**src/design/dkxs_pkg.sv**
```systemverilog
// Shared types and constants for the dual key index exchange sort.
package dkxs_pkg;

  localparam int READING_W = 9;
  localparam int RANK_W    = 4;

  typedef logic signed [READING_W-1:0] reading_t;

  // Per-lane strobes from the sequencer
  typedef struct packed {
    logic load_we;   // write incoming reading into the value store
    logic perm_rd;   // read permutation entry at the position address
    logic store_rd;  // read value store at the fetched record index
    logic take_cur;  // load the fetched record as the current pivot
    logic swap_we;   // exchange: write pivot into position, adopt fetched record
    logic put_cur;   // write pivot back to its outer position
    logic clear;     // return permutation to identity
  } lane_ctl_t;

endpackage

```
**src/design/dual_key_index_exchange_sort_core.sv**
```systemverilog
// Top level: record loader, exchange sort sequencer and result register.
// Records load one per cycle while in_ready is high; a record that finds ENTRIES records
// already stored is dropped and sets the overflowed flag for the run. The transfer marked
// final closes the run and starts the sort, during which in_ready stays low. Both index
// permutations sort together with one shared sequencer over two lanes, each lane holding a
// value RAM and a permutation RAM with registered reads. Every compare step walks
// permutation read, value read and compare/exchange; each outer pass first fetches its
// pivot by permutation read, value read and take, and writes it back at the end. Each
// rank is then read by permutation read and value read before it enters the output
// register, waiting while out_ready holds the previous result. Ranks come out 0 to
// n-1 with end_of_run on the last; after it the permutations return to identity through
// per-entry valid bits, and loading of the next run resumes while the last result may still
// wait in the output register. Rank and index fields carry the low four bits.
module dual_key_index_exchange_sort_core #(
  parameter int ENTRIES = 16
) (
  input  logic               clk,
  input  logic               rst_n,
  input  logic               in_valid,
  output logic               in_ready,
  input  dkxs_pkg::reading_t in_high_reading,
  input  dkxs_pkg::reading_t in_low_reading,
  input  logic               in_is_final,
  output logic               out_valid,
  input  logic               out_ready,
  output logic [3:0]         out_rank,
  output logic [3:0]         out_high_order_index,
  output dkxs_pkg::reading_t out_high_order_value,
  output logic [3:0]         out_low_order_index,
  output dkxs_pkg::reading_t out_low_order_value,
  output logic               out_overflowed,
  output logic               out_end_of_run
);
  import dkxs_pkg::*;

  localparam int IW = $clog2(ENTRIES);
  localparam int CW = $clog2(ENTRIES + 1);

  localparam logic [3:0] S_LOAD = 4'd0;  // accept records
  localparam logic [3:0] S_IP   = 4'd1;  // pivot: read permutation at i
  localparam logic [3:0] S_IS   = 4'd2;  // pivot: read value
  localparam logic [3:0] S_IT   = 4'd3;  // pivot: take into registers
  localparam logic [3:0] S_JP   = 4'd4;  // candidate: read permutation at j
  localparam logic [3:0] S_JS   = 4'd5;  // candidate: read value
  localparam logic [3:0] S_JC   = 4'd6;  // compare and exchange
  localparam logic [3:0] S_WI   = 4'd7;  // write pivot back to i
  localparam logic [3:0] S_OP   = 4'd8;  // result: read permutation at rank
  localparam logic [3:0] S_OS   = 4'd9;  // result: read value
  localparam logic [3:0] S_OW   = 4'd10; // result: load output register

  logic [3:0]    state_r, state_nxt;
  logic [CW-1:0] cnt_r, cnt_nxt;
  logic          ovf_r, ovf_nxt;
  logic [IW-1:0] i_r, i_nxt;
  logic [IW-1:0] j_r, j_nxt;

  logic          out_valid_r, out_valid_nxt;
  logic [3:0]    rank_r, hi_idx_r, lo_idx_r;
  reading_t      hi_val_r, lo_val_r;
  logic          ovf_out_r, end_r;

  lane_ctl_t     hi_ctl, lo_ctl, base_ctl;
  logic [IW-1:0] pos_addr;
  logic [IW-1:0] hi_idx, lo_idx;
  reading_t      hi_rec, lo_rec, hi_cur, lo_cur;
  logic          in_xfer, out_free, cap, room, last_rank;
  logic          swap_hi, swap_lo;

  assign in_ready  = (state_r == S_LOAD);
  assign in_xfer   = in_valid && in_ready;
  assign out_free  = !out_valid_r || out_ready;
  assign room      = cnt_r < CW'(ENTRIES);
  assign last_rank = (CW'(i_r) + CW'(1)) == cnt_r;
  assign cap       = (state_r == S_OW) && out_free;

  // Descending by high reading, ascending by low reading; strict compares never exchange equal readings
  assign swap_hi = hi_cur < hi_rec;
  assign swap_lo = lo_cur > lo_rec;

  always_comb begin
    case (state_r)
      S_JP:    pos_addr = j_r;
      default: pos_addr = i_r;
    endcase
  end

  always_comb begin
    base_ctl          = '0;
    base_ctl.load_we  = in_xfer && room;
    base_ctl.perm_rd  = (state_r == S_IP) || (state_r == S_JP) || (state_r == S_OP);
    base_ctl.store_rd = (state_r == S_IS) || (state_r == S_JS) || (state_r == S_OS);
    base_ctl.take_cur = (state_r == S_IT);
    base_ctl.put_cur  = (state_r == S_WI);
    base_ctl.clear    = cap && last_rank;
    hi_ctl            = base_ctl;
    lo_ctl            = base_ctl;
    hi_ctl.swap_we    = (state_r == S_JC) && swap_hi;
    lo_ctl.swap_we    = (state_r == S_JC) && swap_lo;
  end

  dkxs_lane #(.ENTRIES(ENTRIES)) u_hi_lane (
    .clk       (clk),
    .rst_n     (rst_n),
    .ctl       (hi_ctl),
    .load_addr (cnt_r[IW-1:0]),
    .load_val  (in_high_reading),
    .pos_addr  (pos_addr),
    .put_addr  (i_r),
    .rec_idx   (hi_idx),
    .rec_val   (hi_rec),
    .cur_val   (hi_cur)
  );

  dkxs_lane #(.ENTRIES(ENTRIES)) u_lo_lane (
    .clk       (clk),
    .rst_n     (rst_n),
    .ctl       (lo_ctl),
    .load_addr (cnt_r[IW-1:0]),
    .load_val  (in_low_reading),
    .pos_addr  (pos_addr),
    .put_addr  (i_r),
    .rec_idx   (lo_idx),
    .rec_val   (lo_rec),
    .cur_val   (lo_cur)
  );

  // Sequencer: load, nested exchange passes, rank readout
  always_comb begin
    state_nxt     = state_r;
    cnt_nxt       = cnt_r;
    ovf_nxt       = ovf_r;
    i_nxt         = i_r;
    j_nxt         = j_r;
    out_valid_nxt = out_valid_r;
    if (out_valid_r && out_ready) begin
      out_valid_nxt = 1'b0;
    end
    case (state_r)
      S_LOAD: begin
        if (in_xfer) begin
          if (room) begin
            cnt_nxt = cnt_r + CW'(1);
          end else begin
            ovf_nxt = 1'b1;
          end
          if (in_is_final) begin
            i_nxt = '0;
            j_nxt = IW'(1);
            // A single record needs no sorting
            state_nxt = (cnt_nxt >= CW'(2)) ? S_IP : S_OP;
          end
        end
      end
      S_IP: state_nxt = S_IS;
      S_IS: state_nxt = S_IT;
      S_IT: state_nxt = S_JP;
      S_JP: state_nxt = S_JS;
      S_JS: state_nxt = S_JC;
      S_JC: begin
        if ((CW'(j_r) + CW'(1)) == cnt_r) begin
          state_nxt = S_WI;
        end else begin
          j_nxt     = j_r + IW'(1);
          state_nxt = S_JP;
        end
      end
      S_WI: begin
        if ((CW'(i_r) + CW'(2)) < cnt_r) begin
          i_nxt     = i_r + IW'(1);
          j_nxt     = i_r + IW'(2);
          state_nxt = S_IP;
        end else begin
          i_nxt     = '0;
          state_nxt = S_OP;
        end
      end
      S_OP: state_nxt = S_OS;
      S_OS: state_nxt = S_OW;
      S_OW: begin
        // Hold until the output register frees up
        if (out_free) begin
          out_valid_nxt = 1'b1;
          if (last_rank) begin
            cnt_nxt   = '0;
            ovf_nxt   = 1'b0;
            state_nxt = S_LOAD;
          end else begin
            i_nxt     = i_r + IW'(1);
            state_nxt = S_OP;
          end
        end
      end
      default: state_nxt = S_LOAD;
    endcase
  end

  always_ff @(posedge clk) begin
    if (!rst_n) begin
      state_r     <= S_LOAD;
      cnt_r       <= '0;
      ovf_r       <= 1'b0;
      out_valid_r <= 1'b0;
    end else begin
      state_r     <= state_nxt;
      cnt_r       <= cnt_nxt;
      ovf_r       <= ovf_nxt;
      out_valid_r <= out_valid_nxt;
    end
  end

  always_ff @(posedge clk) begin
    i_r <= i_nxt;
    j_r <= j_nxt;
    if (cap) begin
      rank_r    <= 4'(i_r);
      hi_idx_r  <= 4'(hi_idx);
      hi_val_r  <= hi_rec;
      lo_idx_r  <= 4'(lo_idx);
      lo_val_r  <= lo_rec;
      ovf_out_r <= ovf_r;
      end_r     <= last_rank;
    end
  end

  assign out_valid            = out_valid_r;
  assign out_rank             = rank_r;
  assign out_high_order_index = hi_idx_r;
  assign out_high_order_value = hi_val_r;
  assign out_low_order_index  = lo_idx_r;
  assign out_low_order_value  = lo_val_r;
  assign out_overflowed       = ovf_out_r;
  assign out_end_of_run       = end_r;

endmodule

```
**src/design/dkxs_ram.sv**
```systemverilog
// Generic single-write, single-read RAM with registered read data.
module dkxs_ram #(
  parameter int WIDTH = 8,
  parameter int DEPTH = 16,
  localparam int AW = $clog2(DEPTH)
) (
  input  logic             clk,
  input  logic             we,
  input  logic [AW-1:0]    waddr,
  input  logic [WIDTH-1:0] wdata,
  input  logic             re,
  input  logic [AW-1:0]    raddr,
  output logic [WIDTH-1:0] rdata
);

  logic [WIDTH-1:0] mem [DEPTH];
  logic [WIDTH-1:0] rdata_r;

  always_ff @(posedge clk) begin
    if (we) begin
      mem[waddr] <= wdata;
    end
    if (re) begin
      rdata_r <= mem[raddr];
    end
  end

  assign rdata = rdata_r;

endmodule

```
**src/design/dkxs_lane.sv**
```systemverilog
// One sort lane: value store, index permutation with identity override, pivot registers.
module dkxs_lane #(
  parameter int ENTRIES = 16,
  localparam int IW = $clog2(ENTRIES)
) (
  input  logic              clk,
  input  logic              rst_n,
  input  dkxs_pkg::lane_ctl_t ctl,
  input  logic [IW-1:0]     load_addr,
  input  dkxs_pkg::reading_t load_val,
  input  logic [IW-1:0]     pos_addr,
  input  logic [IW-1:0]     put_addr,
  output logic [IW-1:0]     rec_idx,
  output dkxs_pkg::reading_t rec_val,
  output dkxs_pkg::reading_t cur_val
);
  import dkxs_pkg::*;

  logic [IW-1:0]        perm_rdata;
  logic [IW-1:0]        perm_q;
  logic [IW-1:0]        perm_waddr;
  logic                 perm_we;
  logic [READING_W-1:0] store_rdata;
  logic [IW-1:0]        pos_r;
  logic [IW-1:0]        idx_r;
  logic [IW-1:0]        cur_idx_r;
  reading_t             cur_val_r;
  logic [ENTRIES-1:0]   valid_r;

  // An entry never written since the last clear holds its own index
  assign perm_q     = valid_r[pos_r] ? perm_rdata : pos_r;
  assign perm_we    = ctl.swap_we | ctl.put_cur;
  assign perm_waddr = ctl.put_cur ? put_addr : pos_r;

  dkxs_ram #(.WIDTH(IW), .DEPTH(ENTRIES)) u_perm (
    .clk   (clk),
    .we    (perm_we),
    .waddr (perm_waddr),
    .wdata (cur_idx_r),
    .re    (ctl.perm_rd),
    .raddr (pos_addr),
    .rdata (perm_rdata)
  );

  dkxs_ram #(.WIDTH(READING_W), .DEPTH(ENTRIES)) u_store (
    .clk   (clk),
    .we    (ctl.load_we),
    .waddr (load_addr),
    .wdata (load_val),
    .re    (ctl.store_rd),
    .raddr (perm_q),
    .rdata (store_rdata)
  );

  assign rec_idx = idx_r;
  assign rec_val = signed'(store_rdata);
  assign cur_val = cur_val_r;

  always_ff @(posedge clk) begin
    if (ctl.perm_rd) begin
      pos_r <= pos_addr;
    end
    if (ctl.store_rd) begin
      idx_r <= perm_q;
    end
    if (ctl.take_cur || ctl.swap_we) begin
      cur_idx_r <= idx_r;
      cur_val_r <= rec_val;
    end
  end

  always_ff @(posedge clk) begin
    if (!rst_n || ctl.clear) begin
      valid_r <= '0;
    end else if (perm_we) begin
      valid_r[perm_waddr] <= 1'b1;
    end
  end

endmodule

```
**config.mk**
```make
export PLATFORM = sky130hd
export DESIGN_NAME = dual_key_index_exchange_sort_core
export DESIGN_NICKNAME = d
export VERILOG_FILES = /design/src/design/dkxs_pkg.sv /design/src/design/dual_key_index_exchange_sort_core.sv /design/src/design/dkxs_ram.sv /design/src/design/dkxs_lane.sv
export SDC_FILE = /design/constraint.sdc
export NUM_CORES = 1
export LEC_CHECK = 0
export BUFFER_PORTS_ARGS = -buffer_cell sky130_fd_sc_hd__buf_4
export CELL_PAD_IN_SITES_DETAIL_PLACEMENT = 1
export CELL_PAD_IN_SITES_GLOBAL_PLACEMENT = 1
export CORE_UTILIZATION = 40
export CTS_BUF_LIST = sky130_fd_sc_hd__clkbuf_8 sky130_fd_sc_hd__clkbuf_16
export DETAILED_ROUTE_END_ITERATION = 16
export GPL_ROUTABILITY_DRIVEN = 0
export PLACE_DENSITY = 0.72
export SLEW_MARGIN = 30
export SYNTH_ARGS = -nofsm -noshare
export SYNTH_HDL_FRONTEND = slang
export SYNTH_HIERARCHICAL = 1
export SYNTH_SLANG_ARGS = --single-unit
```
**constraint.sdc**
```tcl
create_clock -name clk -period 5.5 [get_ports clk]
set_input_delay 1.1 -clock clk [delete_from_list [all_inputs] [get_ports clk]]
set_output_delay 1.1 -clock clk [all_outputs]
set_load 0.02 [all_outputs]
```
# After elaboration in Yosys (flattened, before gate mapping)
# Memory sizes are Yosys's and may differ from the RTL's. A register that Yosys moved wholly into a read port is not among the register bits.
# Cells that the tools add are included.
[totals] in_bits=23 register_bits=121 n_memories=4 elab_cells=142 ramBits=416 out_inout_bits=34
[classes] magnitude_cmp=8 reduce_logical=27 n_bitwise=4 n_addsub=7 n_mux=50 n_eq_ne=20
[memory_table] name="u_hi_lane.u_store.mem" depth=16 word_bits=9 read_ports=1 rd_clocked_by_memory_dff=1 write_ports=1 line="dkxs_ram.sv:16" rtl="logic [WIDTH-1:0] mem [DEPTH];"
[memory_table] name="u_lo_lane.u_store.mem" depth=16 word_bits=9 read_ports=1 rd_clocked_by_memory_dff=1 write_ports=1 line="dkxs_ram.sv:16"
[memory_table] name="u_hi_lane.u_perm.mem" depth=16 word_bits=4 read_ports=1 rd_clocked_by_memory_dff=1 write_ports=1 line="dkxs_ram.sv:16"
[memory_table] name="u_lo_lane.u_perm.mem" depth=16 word_bits=4 read_ports=1 rd_clocked_by_memory_dff=1 write_ports=1 line="dkxs_ram.sv:16"
[ops] op="$mux W4" n=19
[ops] op="$pmux W4 S11" n=1
[ops] op="$or A16 B16 Y16" n=2
[ops] op="$mux W5" n=6
[ops] op="$pmux W4 S3" n=2
[ops] op="$eq A4 B3 Y1 const B" n=4
[ops] op="$mux W1" n=16
[ops] op="$reduce_and A5 Y1" n=3
[ops] op="$eq A4 B4 Y1 const B" n=3
[ops] op="$ne A2 B2 Y1 const B" n=6
[ops] op="$add A4 B1 Y5 const B" n=2
[ops] op="$eq A5 B5 Y1" n=2
[ops] op="$lt A4 B5 Y1 const B" n=2
[ops] op="$pmux W5 S2" n=1
[ops] op="$gt A9 B9 Y1" n=1
[ops] op="$lt A9 B9 Y1" n=1
[ops] op="$add A4 B1 Y4 const B" n=2
[ops] op="$bmux W1 S4" n=2
[ops] op="$eq A4 B2 Y1 const B" n=2
[ops] op="$logic_and A1 B1 Y1" n=8
[ops] op="$logic_or A1 B1 Y1" n=8
[ops] op="$reduce_bool A3 Y1" n=2
[ops] op="$add A4 B2 Y5 const B" n=1
[ops] op="$add A5 B1 Y5 const B" n=1
[ops] op="16 further kinds" n=19

# Depth between registers and ports, before layout
[depth] word_depth=9 depth_mapped=11 depth_no_buf=11

# Modules after synthesis
# Netlist, hierarchy kept.
[by_module_without_submodules] mod="dkxs_ram at u_hi_lane.u_store ..." cells_per_inst=254 instances=2 seq_area_each_um2=4594.4 area_per_inst_um2=5870.6
[by_module_without_submodules] mod="dkxs_ram at u_hi_lane.u_perm ..." cells_per_inst=130 instances=2 seq_area_each_um2=2042.0 area_per_inst_um2=2706.3
[by_module_without_submodules] mod="dual_key_index_exchange_sort_core" cells_per_inst=292 instances=1 seq_area_each_um2=1421.4 area_per_inst_um2=2997.9
[by_module_without_submodules] mod="dkxs_lane at u_lo_lane" cells_per_inst=122 instances=1 seq_area_each_um2=950.9 area_per_inst_um2=1549.0
[by_module_without_submodules] mod="dkxs_lane at u_hi_lane" cells_per_inst=123 instances=1 seq_area_each_um2=950.9 area_per_inst_um2=1539.0

# Worst setup path after synthesis
# OpenSTA, ideal clock, no wires.
[synth_timing] path_kind="input-to-reg" from="in in_valid" to="mem u_hi_lane/u_store/mem[0][0] (netlist bit), enable pin" n_path_buf=0 arrival_time_ns=2.609 t_required_ns=5.113 slack_ns=2.505 stages=4 setup_time_ns=0.387 cell_sequence="inv_1 nor3_4 or3b_2 nor3_1"
[synth_rtl] element="from (decl)" line="dual_key_index_exchange_sort_core.sv:19" rtl="input logic in_valid,"
[synth_rtl] element="to (decl)" line="dkxs_ram.sv:16"

# Final worst setup path
[layout_timing] from="reg u_lo_lane.pos_r[1]" to="reg u_lo_lane.u_store.rdata_r[2] (netlist: u_lo_lane/u_store/rdata[2]), read port of u_lo_lane.u_store.mem, data pin"
[layout_via] elab_chain_len=3
[layout_rtl] element="from (decl)" line="dkxs_lane.sv:24" rtl="logic [IW-1:0] pos_r;"
[layout_rtl] element="from (signal assigned)" line="dkxs_lane.sv:61" rtl="pos_r <= pos_addr;"
[layout_rtl] element="$bmux W1 S4" line="dkxs_lane.sv:31" rtl="assign perm_q = valid_r[pos_r] ? perm_rdata : pos_r;"
[layout_rtl] element="$mux W1 (implied by the code)" line="dkxs_lane.sv:31"
[layout_rtl] element="$mux W4 (*)" line="dkxs_lane.sv:31"
[layout_rtl] element="named net u_lo_lane.perm_q[1]" line="dkxs_lane.sv:20" rtl="logic [IW-1:0] perm_q;"
[layout_rtl] element="to (decl)" line="dkxs_ram.sv:17" rtl="logic [WIDTH-1:0] rdata_r;"
# The timed path passes the listed nets; every way through them passes the cells marked *. The select of a mux whose other input is x is not followed.
# A chain may end at the register's enable or synchronous reset.

==> metrics <==
most frequent cell after synthesis edfxtp_1; Pwr per Cell Area 499 nW/um^2; Final period util 67.3%; Post-Syn Area per Cell 17.8 sq um; largest net degree at the start of global routing 38; critical setup path kind reg2reg; vias per cell 5.50; Buffers on Ports 56; global-route met2 utilization 30.1%; Slew headroom 36.1%; Initial DRC Count 858; dpl hpwl 34300 um; hold buffers post-CTS 0; Die ar. 59100 sq um; Synth top cells by count 524 x edfxtp_1, 106 x nor2_1, 61 x mux4_1; GRT overflow 0; Final TNS setup 0 ns; drt pass-1 iters 5; row cnt 87; RSZ-0062 raised after global routing no; worst slew pin tran 0.957 ns; XOR/XNOR Fraction of Synth Area 0.625%; Worst Setup Start Kind register; CTS resizes 0; required time of the worst setup path 5.85 ns; Peak Freq 270 MHz; Worst Path Max Fanout 24; Synth area leader edfxtp_1; Critical Path Sink Type register; diodes inserted 0; arrival time of the worst setup path 4.05 ns; die width 243 um; vias 12032; Post-CTS Setup Bufs 0; Net Count, Synth 1354; # fillers 5360; clock root cell clkbuf_16; gr usage total 17.8%; clk buf depth 3; # IOs 57; antenna violations before repair 2; final hold violation count 0; Area Growth Syn to Fin 13.0%; main combinational cell family by area after synthesis multiplexers; Routed Antenna Nets 0; sequential cell area fraction in the yosys report 71.4%; status completed; first-pass GRT wire length 79800 um; post-route insts no fill 2188; Synth cell types 76; leakage 8.76 nW; met3 GRT Util 2.52%; adder-cell share of the synthesized area 1.40%; CTS clk-pin slew, worst paths 0.06 ns; layout cells sized above 1 18.7%; initial core utilization 40.8%; Period minus WS final 3.70 ns; multi-input logic area 6170 sq um; clock skew 0.0163 ns; dominant cells by area after synthesis edfxtp_1 68%, mux4_1 6.9%, mux4_2 4.9%; Final #Nets 1436; Async SR Flop Fraction 0%; post-synthesis mux area share 12.9%; Chip Height 243 um; ys flop type edfxtp_1; Synth Area in Simple Gates 6.64%; Skew-Pair Late Insertion Delay 0.61 ns; WL/cell 23.7 um; Compound-Gate Fraction of Synth Area 4.53%; CTS tree built; Storage cell area 16600 sq um; met1 Usage GRT 23.7%; Synth Warn # 6; final WL 51900 um; Inst Count DP 2084; mapped cell area 23200 sq um; Sink Count 567; Syn Inst Count 1305; flops & latches, synth 567; Core Area 56900 sq um; maximum VDD drop 245 uV; Most Used Layer, Global Route met2; number of synthesized flops with an enable pin 524; max_cap viols 0; Synth top area share 67.7%; Tightest Hold Check Type reg2reg; vias in the first global route 13027; # setup viols final 0; H-tree depth 2; fin. max-slew vios 0; Inserted Clock Buffers 57; DRC Markers 0
[layout by cell type, fill, tap and decap left out, types with 6 or more instances in the layout]
| cell | n |
|---|---|
| nand2b_1 | 20 |
| o21ai_0 | 19 |
| ha_1 | 26 |
| nor3_1 | 21 |
| buf_4 | 74 |
| mux4_1 | 61 |
| a21oi_1 | 50 |
| mux4_2 | 51 |
| xnor2_1 | 7 |
| nor2_1 | 88 |
| xor2_1 | 7 |
| a22oi_1 | 44 |
| dfxtp_1 | 43 |
| clkbuf_16 | 59 |
| edfxtp_1 | 524 |
| clkinv_1 | 10 |
| inv_1 | 48 |
| nand2_1 | 55 |
| nor2_2 | 18 |
| mux2i_1 | 7 |
| nand3_1 | 34 |
| clkinv_2 | 17 |
| nor2b_1 | 15 |
| nand3b_1 | 13 |
| a31oi_1 | 8 |
| mux2_2 | 6 |
[flip-flops by register name, summed over array words and instances, names as in the netlist, 9 cells and up]
name	cells
out_low_order_value	9
out_high_order_value	9
u_hi_lane/u_store/mem	144
u_lo_lane/valid_r	16
u_hi_lane/u_store/rdata	9
u_lo_lane/u_store/mem	144
u_lo_lane/cur_val	9
u_hi_lane/cur_val	9
u_lo_lane/u_perm/mem	64
u_hi_lane/valid_r	16
u_hi_lane/u_perm/mem	64
u_lo_lane/u_store/rdata	9
[kinds of logic (layout without fill, tap and decap cells)]
kind of cell | count (synthesis) | count (layout)
flip-flops | 567 | 567
AND/OR/NAND/NOR | 309 | 309
AO/OA/AOI/OAI | 162 | 162
multiplexers | 132 | 132
buffers and inverters | 94 | 221
adder cells (fa/ha/maj) | 26 | 26
XOR/XNOR | 15 | 15
[through the flow]
stage / power, mW / util, % / hold WS (ns) / instance area (sq um) / worst slack (ns)
after floorplan: 8.46 / - / 0.409 / 23200 / 2.50
after global placement: 9.31 / 42.8 / 0.428 / 24400 / 1.71
after detailed placement: 9.52 / 42.9 / 0.432 / 24400 / 1.83
after CTS: 13.2 / 46.1 / 0.447 / 26200 / 1.80
after global routing: 13.7 / 46.1 / 0.468 / 26300 / 1.56
final: 13.1 / 46.1 / 0.441 / 26300 / 1.80
[area by class of cell]
type,count,area share (%)
Clock buffer,59,5.62
Inverter,41,0.586
Multi-Input combinational cell,644,23.5
Sequential cell,567,63.2
Timing Repair Buffer,76,2.33
Clock inverter,45,1.15
Tap cell,756,3.60
[power by group]
group | total (mW) | internal (mW) | leakage [nW] | switching [mW]
logic | 3.87 | 1.68 | 2.76 | 2.19
clock network | 3.68 | 2.08 | 0.919 | 1.60
registers | 5.57 | 5.23 | 5.08 | 0.342
[path summary, 6_finish.rpt]
check | start | endpoint | slack [ns] | cells past startpoint
worst max-delay path | u_lo_lane/pos_r[1] | u_lo_lane/u_store/rdata[2] | 1.80 | 8
worst min-delay path | ovf_r | out_overflowed | 0.44 | 0
worst max register to register | u_lo_lane/pos_r[1] | u_lo_lane/u_store/rdata[2] | 1.80 | 8
worst min register to register | ovf_r | out_overflowed | 0.44 | 0
[critical path, stage by stage (launching register included)]
cell and delay [ns]:
edfxtp_1 0.55, mux4_1 0.66, mux2i_4 0.22, o22a_2 0.18, o221a_2 0.66, buf_4 0.37
mux4_1 0.33, a22oi_1 0.34, nand2_1 0.10
[per-layer routing]
layer / vias to the layer above / part of all wire [%] / wire length, um
li1: 5407 / - / -
met1: 6296 / 44 / 23000
met2: 241 / 50 / 25800
met3: 84 / 3.6 / 1870
met4: 4 / 2.3 / 1210
met5: - / 0.052 / 27
Note: power is estimated with default switching activity, not from simulation.
